`src/rtl/core/txfmt_pkg.sv`:
```
package txfmt_pkg;

    localparam int TEXEL_W     = 32;
    localparam int RGBA_W      = 32;
    localparam int NBYTES_W    = 3;
    localparam int FMT_W       = 4;
    localparam int S_TDATA_W   = 32;
    localparam int M_TDATA_W   = 40;
    localparam int M_PAD_W     = M_TDATA_W - RGBA_W - NBYTES_W - 1;

    typedef enum logic [FMT_W-1:0] {
        FMT_A8       = 4'd0,
        FMT_I8       = 4'd1,
        FMT_AI44     = 4'd2,
        FMT_RGB565   = 4'd3,
        FMT_ARGB1555 = 4'd4,
        FMT_AI88     = 4'd5,
        FMT_ARGB4444 = 4'd6,
        FMT_ARGB8888 = 4'd7
    } t_texel_format;

    localparam logic [NBYTES_W-1:0] NBYTES_NONE = 3'd0;
    localparam logic [NBYTES_W-1:0] NBYTES_1    = 3'd1;
    localparam logic [NBYTES_W-1:0] NBYTES_2    = 3'd2;
    localparam logic [NBYTES_W-1:0] NBYTES_4    = 3'd4;

    localparam logic [7:0] ALPHA_OPAQUE = 8'hFF;

    typedef struct packed {
        logic                format_error;
        logic [NBYTES_W-1:0] source_bytes;
        logic [RGBA_W-1:0]   rgba_word;
    } t_result;

endpackage

```
`src/rtl/core/txfmt_expand.sv`:
```
module txfmt_expand (
    input  logic [txfmt_pkg::TEXEL_W-1:0] i_texel,
    input  logic [txfmt_pkg::FMT_W-1:0]   i_format,
    output txfmt_pkg::t_result            o_result
);
    import txfmt_pkg::*;

    logic [7:0] b8;
    logic [7:0] hi8;
    logic [7:0] ai_a;
    logic [7:0] ai_i;

    assign b8   = i_texel[7:0];
    assign hi8  = i_texel[15:8];
    assign ai_a = {i_texel[7:4], i_texel[7:4]};
    assign ai_i = {i_texel[3:0], i_texel[3:0]};

    always_comb begin
        o_result = '0;
        unique case (i_format)
            FMT_A8: begin
                o_result.rgba_word    = {b8, b8, b8, b8};
                o_result.source_bytes = NBYTES_1;
            end
            FMT_I8: begin
                o_result.rgba_word    = {ALPHA_OPAQUE, b8, b8, b8};
                o_result.source_bytes = NBYTES_1;
            end
            FMT_AI44: begin
                o_result.rgba_word    = {ai_a, ai_i, ai_i, ai_i};
                o_result.source_bytes = NBYTES_1;
            end
            FMT_RGB565: begin
                o_result.rgba_word    = {ALPHA_OPAQUE, i_texel[4:0], 3'b000,
                                         i_texel[10:5], 2'b00, i_texel[15:11], 3'b000};
                o_result.source_bytes = NBYTES_2;
            end
            FMT_ARGB1555: begin
                o_result.rgba_word    = {{8{i_texel[15]}}, i_texel[4:0], 3'b000,
                                         i_texel[9:5], 3'b000, i_texel[14:10], 3'b000};
                o_result.source_bytes = NBYTES_2;
            end
            FMT_AI88: begin
                o_result.rgba_word    = {hi8, b8, b8, b8};
                o_result.source_bytes = NBYTES_2;
            end
            FMT_ARGB4444: begin
                o_result.rgba_word    = {i_texel[15:12], 4'h0, i_texel[3:0], 4'h0,
                                         i_texel[7:4], 4'h0, i_texel[11:8], 4'h0};
                o_result.source_bytes = NBYTES_2;
            end
            FMT_ARGB8888: begin
                // red and blue bytes trade places
                o_result.rgba_word    = {i_texel[31:24], i_texel[7:0],
                                         i_texel[15:8], i_texel[23:16]};
                o_result.source_bytes = NBYTES_4;
            end
            default: begin
                o_result.rgba_word    = '0;
                o_result.source_bytes = NBYTES_NONE;
                o_result.format_error = 1'b1;
            end
        endcase
    end

endmodule

```
`src/rtl/core/txfmt_out_stage.sv`:
```
module txfmt_out_stage (
    input  logic                            i_clk,
    input  logic                            i_rst_n,
    input  logic                            i_valid,
    output logic                            o_ready,
    input  txfmt_pkg::t_result              i_result,
    output logic                            o_valid,
    input  logic                            i_ready,
    output logic [txfmt_pkg::M_TDATA_W-1:0] o_data
);
    import txfmt_pkg::*;

    logic    r_valid;
    t_result r_result;

    // a held result only blocks the stage when the sink is stalled
    assign o_ready = !r_valid || i_ready;

    always_ff @(posedge i_clk) begin
        if (!i_rst_n) begin
            r_valid <= 1'b0;
        end else if (o_ready) begin
            r_valid <= i_valid;
        end
    end

    always_ff @(posedge i_clk) begin
        if (o_ready && i_valid) begin
            r_result <= i_result;
        end
    end

    assign o_valid = r_valid;
    assign o_data  = {{M_PAD_W{1'b0}}, r_result};

endmodule

```
`src/rtl/core/texel_format_to_rgba8888_unit.sv`:
```
// Texel format expander: each source texel taken on the slave stream comes out on the
// master stream as one A,B,G,R word (A in bits 31:24, R in 7:0) along with the source
// byte count and an unknown-format flag. The unit takes a texel every clock unless the
// master side stalls it; each result passes the input register, then the conversion
// logic into the output register, and backpressure on the master side stalls both
// stages through a combinational ready path. The format register takes effect for
// texels still held inside, so change it only with the unit empty.
module texel_format_to_rgba8888_unit (
    input  logic                            i_clk,
    input  logic                            i_rst_n,
    input  logic                            i_cfg_wr_en,
    input  logic [txfmt_pkg::FMT_W-1:0]     i_cfg_wr_data,
    input  logic                            i_s_axis_tvalid,
    output logic                            o_s_axis_tready,
    // [31:0] source_texel
    input  logic [txfmt_pkg::S_TDATA_W-1:0] i_s_axis_tdata,
    output logic                            o_m_axis_tvalid,
    input  logic                            i_m_axis_tready,
    // [31:0] rgba_word, [34:32] source_bytes, [35] format_error, [39:36] zero
    output logic [txfmt_pkg::M_TDATA_W-1:0] o_m_axis_tdata
);
    import txfmt_pkg::*;

    logic [FMT_W-1:0]   r_format;
    logic               r_in_valid;
    logic [TEXEL_W-1:0] r_in_texel;
    logic               out_ready;
    logic               in_xfer;
    t_result            conv_result;

    assign o_s_axis_tready = !r_in_valid || out_ready;
    assign in_xfer         = i_s_axis_tvalid && o_s_axis_tready;

    always_ff @(posedge i_clk) begin
        if (!i_rst_n) begin
            r_format <= FMT_A8;
        end else if (i_cfg_wr_en) begin
            r_format <= i_cfg_wr_data;
        end
    end

    always_ff @(posedge i_clk) begin
        if (!i_rst_n) begin
            r_in_valid <= 1'b0;
        end else if (o_s_axis_tready) begin
            r_in_valid <= i_s_axis_tvalid;
        end
    end

    always_ff @(posedge i_clk) begin
        if (in_xfer) begin
            r_in_texel <= i_s_axis_tdata[TEXEL_W-1:0];
        end
    end

    txfmt_expand u_expand (
        .i_texel  (r_in_texel),
        .i_format (r_format),
        .o_result (conv_result)
    );

    txfmt_out_stage u_out_stage (
        .i_clk    (i_clk),
        .i_rst_n  (i_rst_n),
        .i_valid  (r_in_valid),
        .o_ready  (out_ready),
        .i_result (conv_result),
        .o_valid  (o_m_axis_tvalid),
        .i_ready  (i_m_axis_tready),
        .o_data   (o_m_axis_tdata)
    );

`ifndef NO_ASSERTIONS
    a_xfer_fills_input: assert property (@(posedge i_clk) disable iff (!i_rst_n)
        in_xfer |=> r_in_valid)
        else $error("accepted texel did not reach the input register");

    a_stalled_texel_holds: assert property (@(posedge i_clk) disable iff (!i_rst_n)
        (r_in_valid && !out_ready) |=> (r_in_valid && $stable(r_in_texel)))
        else $error("stalled texel lost or changed");

    a_error_gives_zero: assert property (@(posedge i_clk) disable iff (!i_rst_n)
        (o_m_axis_tvalid && o_m_axis_tdata[35]) |->
            (o_m_axis_tdata[34:0] == '0))
        else $error("unknown format result carries data");

    a_byte_count_legal: assert property (@(posedge i_clk) disable iff (!i_rst_n)
        o_m_axis_tvalid |->
            (o_m_axis_tdata[34:32] == NBYTES_NONE || o_m_axis_tdata[34:32] == NBYTES_1 ||
             o_m_axis_tdata[34:32] == NBYTES_2 || o_m_axis_tdata[34:32] == NBYTES_4))
        else $error("illegal source byte count");
`endif

endmodule
```
`config.mk`:
```
export PLATFORM = sky130hd
export DESIGN_NAME = texel_format_to_rgba8888_unit
export DESIGN_NICKNAME = d
export VERILOG_FILES = /design/src/rtl/core/txfmt_pkg.sv /design/src/rtl/core/txfmt_expand.sv /design/src/rtl/core/txfmt_out_stage.sv /design/src/rtl/core/texel_format_to_rgba8888_unit.sv
export SDC_FILE = /design/constraint.sdc
export NUM_CORES = 1
export LEC_CHECK = 0
export BUFFER_PORTS_ARGS = -buffer_cell sky130_fd_sc_hd__buf_2
export CAP_MARGIN = 20
export CORE_UTILIZATION = 50
export CTS_BUF_LIST = sky130_fd_sc_hd__clkbuf_4
export CTS_CLUSTER_SIZE = 25
export DETAILED_ROUTE_END_ITERATION = 8
export PLACE_DENSITY = 0.75
export SETUP_SLACK_MARGIN = 0.3
export SLEW_MARGIN = 20
export SYNTH_ARGS = -nofsm -noshare
export SYNTH_HDL_FRONTEND = slang
export SYNTH_SLANG_ARGS = --single-unit
```
`constraint.sdc`:
```
create_clock -name i_clk -period 5.4 [get_ports i_clk]
set_clock_uncertainty 0.05 [all_clocks]
set_input_delay 0 -clock i_clk [delete_from_list [all_inputs] [get_ports i_clk]]
set_output_delay 0 -clock i_clk [all_outputs]
set_load 0.1 [all_outputs]
```
==> impl_metrics.csv <==
group,metric,value,unit
outcome,status,"finished, violations left",
outcome,violations,"DRC",
routing,viasPerCell,5.704,
layout,drive_gt1_share,29.22,%
global_routing,grt_pass1_wl,12280,um
setup_path,r2r_start,"r_format[1]",
power,leakage,1.656,nW
floorplan,ios,83,
layout,insertedDiodeCount,0,
place,place_area,0.003785,mm^2
place,gp_congestion,0.8695,
layout,final_cells,450,
logic_synthesis,synth_most_common_cell,"edfxtp_1",
clocking,postCtsSetupRepairBufs,0,
clocking,clock-root-buffer,"clkbuf_4",
setup_path,rr_endpoint,"u_out_stage.o_data[5]",
logic_synthesis,synthTopCellsByCount,"edfxtp_1 (68), mux2i_1 (21), nand2_1 (20)",
setup_path,cp_max_fo,24,
setup_path,worstPathCellList,"nand2_1, nor3_2, a22oi_1, o211ai_1",
routing,dr.pass1.iters,7,
logic_synthesis,netlist.area_leader.share,60.18,%
global_routing,grt_use_total,22.97,%
setup_path,critPathMaxStageDelay,990,ps
run,max_cap_viol_count,0,
global_routing,antenna_found_initial,0,
logic_synthesis,synth-edff-count,68,
place,port_buffers,78,
logic_synthesis,ys.flop_type,"edfxtp_1",
setup_path,start_kind,"flop",
setup_path,endpoint,"u_out_stage.o_data[5]",
timing,tns,0,ps
clocking,cts_tree,"done",
timing,finalCritPeriodShare,44.73,%
routing,vias,2567,
layout,area_delta_synth_final,29.54,%
setup_path,reg2reg_setup_slack,2980,ps
floorplan,core_area,0.006459,mm^2
clocking,htreeDepth,3,
routing,routed_wl,7725,um
routing,ant_nets,0,
clocking,cts_resized,0,
logic_synthesis,syn_inst,247,
floorplan,die_x,84.38,um
power,power_density,307.8,mW/mm^2
clocking,clkLatencyLatePin,410,ps
layout,layout.nets,410,
timing,max_slew_margin,32.66,%
logic_synthesis,ys.warnings.count,0,
logic_synthesis,post-synth-top-area-cell,"edfxtp_1",
routing,first_iter_violations,290,
logic_synthesis,synth_seq_cells,74,
logic_synthesis,synth_area_leaders,"edfxtp_1 (60%), mux2i_1 (6.2%), dfxtp_1 (3.5%), a22oi_1 (3.1%), o211ai_1 (2.4%)",
clocking,cts.sinks,74,
setup_path,reg2reg_depth,4,
clocking,ctsHoldBuffers,46,
timing,min_period,2416,ps
logic_synthesis,async_flop_share,0,%
setup_path,path_class,"reg -> reg",
timing,finalMaxSlewViolations,0,
logic_synthesis,yosysSeqAreaShare,63.72,%
timing,fmax,414.0,MHz
logic_synthesis,synth.distinct_cells,47,
floorplan,num_rows,29,
layout,final_core_util,68.05,%
layout,final_area,0.004395,mm^2
routing,drc_errors,9,
timing,tightest_slew,1008,ps
place,placedCellCount,389,
floorplan,die_area,0.007120,mm^2
global_routing,first_global_vias,2524,
global_routing,grt_max_degree,37,
setup_path,cpMaxStageDelayCell,"dfxtp_1",
setup_path,cp.required,5590,ps
global_routing,grt-ovfl-total,0,
clocking,clk_pin_slew,120,ps
power,vdd_drop_max,0.1955,mV
timing,whs,246.3,ps
timing,setup_viol,0,
clocking,cts_buffer_depth,2,
routing,wl_per_cell,17.17,um
clocking,cts_buffers,9,
logic_synthesis,syn_avg_cell_area,13.74,um^2
timing,hold_viol,0,
logic_synthesis,syn-cell-area,0.003393,mm^2
place,dp_hpwl,4591,um
min_path,holdCritPathClass,"in -> reg",
setup_path,crit_path_end_kind,"flop",
timing,rsz0062_at_grt,"no",
floorplan,die_h,84.38,um
floorplan,initial_core_util,52.54,%
setup_path,worstPathArrival,2600,ps
setup_path,startpoint,"r_format[1]",
## per-layer routing
metal	routed length, um	track usage, %	part of all wire (%)
met3	488	4.621	6.3
met2	3860	38.52	50
met1	3204	28.60	41
met4	171	11.56	2.2
met5	0	0	0
## flip-flops by register name, indices dropped and copies added, names as in the netlist
register	cells
r_in_texel	32
u_out_stage.o_data	36
u_out_stage.o_valid	1
r_in_valid	1
r_format	4
## stage by stage
stage                     setup WS (ps)  power (mW)
after floorplan                    2337      0.9232
after global placement             3176      0.9701
after detailed placement           3063      0.9727
after CTS                          3026       1.355
after global routing               2829       1.398
final                              2984       1.353
## worst min path at each step
stage	startpoint	endpoint	slack (ps)	cells after the start
finish	i_s_axis_tdata[17]	r_in_texel[17]	250	2
global route	i_s_axis_tdata[0]	r_in_texel[0]	240	2
CTS	i_s_axis_tdata[9]	r_in_texel[9]	220	2
detailed placement	i_s_axis_tdata[12]	r_in_texel[12]	130	1
global placement	i_s_axis_tdata[7]	r_in_texel[7]	130	1
floorplan	i_s_axis_tdata[0]	r_in_texel[0]	50	0
## where the power goes
group	switching, mW	leakage, nW	internal [mW]
registers	0.0262	0.702	0.670
logic	0.210	0.870	0.0851
clock network	0.179	0.0832	0.183
## cell type report
cell class / count / area (um^2)
clock buffer: 9 / 67.56
clock inverter: 6 / 82.58
fill: 461 / 2063
inverter: 5 / 18.77
multi-input combinational: 151 / 1087
sequential: 74 / 2162
tap: 77 / 96.34
timing repair buffer: 128 / 880.8
## placed cells by master, fill, tap and decap left out, types with 2 or more instances in the layout
master and count:
buf_2 78, edfxtp_1 68, dlygate4sd3_1 46, mux2i_1 21
nand2_1 20, a22oi_1 14, nor2b_1 11, o211ai_1 11
clkbuf_4 9, a22o_1 7, dfxtp_1 6, o221ai_1 5
nor2_1 5, a31oi_1 5, nor3_1 4, and2_1 4
conb_1 4, buf_4 4, inv_1 3, nand3_1 3
o21ai_0 3, a21oi_1 3, inv_2 2, nor4b_1 2
o21ai_1 2, nor3_2 2, a32oi_1 2, nor4_2 2
and3_1 2, bufinv_16 2, clkinv_2 2
## cell families after synthesis
kind of cell / after synthesis / synth area share (%)
flops: 74 / 63.72
simple gates: 65 / 11.62
compound gates: 60 / 13.31
buf+inv: 25 / 4.793
mux: 21 / 6.195
xor+xnor: 1 / 0.2582
other cells: 1 / 0.1105
## critical path: cells and delay by family, from the launching register on
kind            cells  cell delay, ps
compound gates      2             340
flops               1             990
simple gates        2             860
Power figures use the tool's default switching activity.
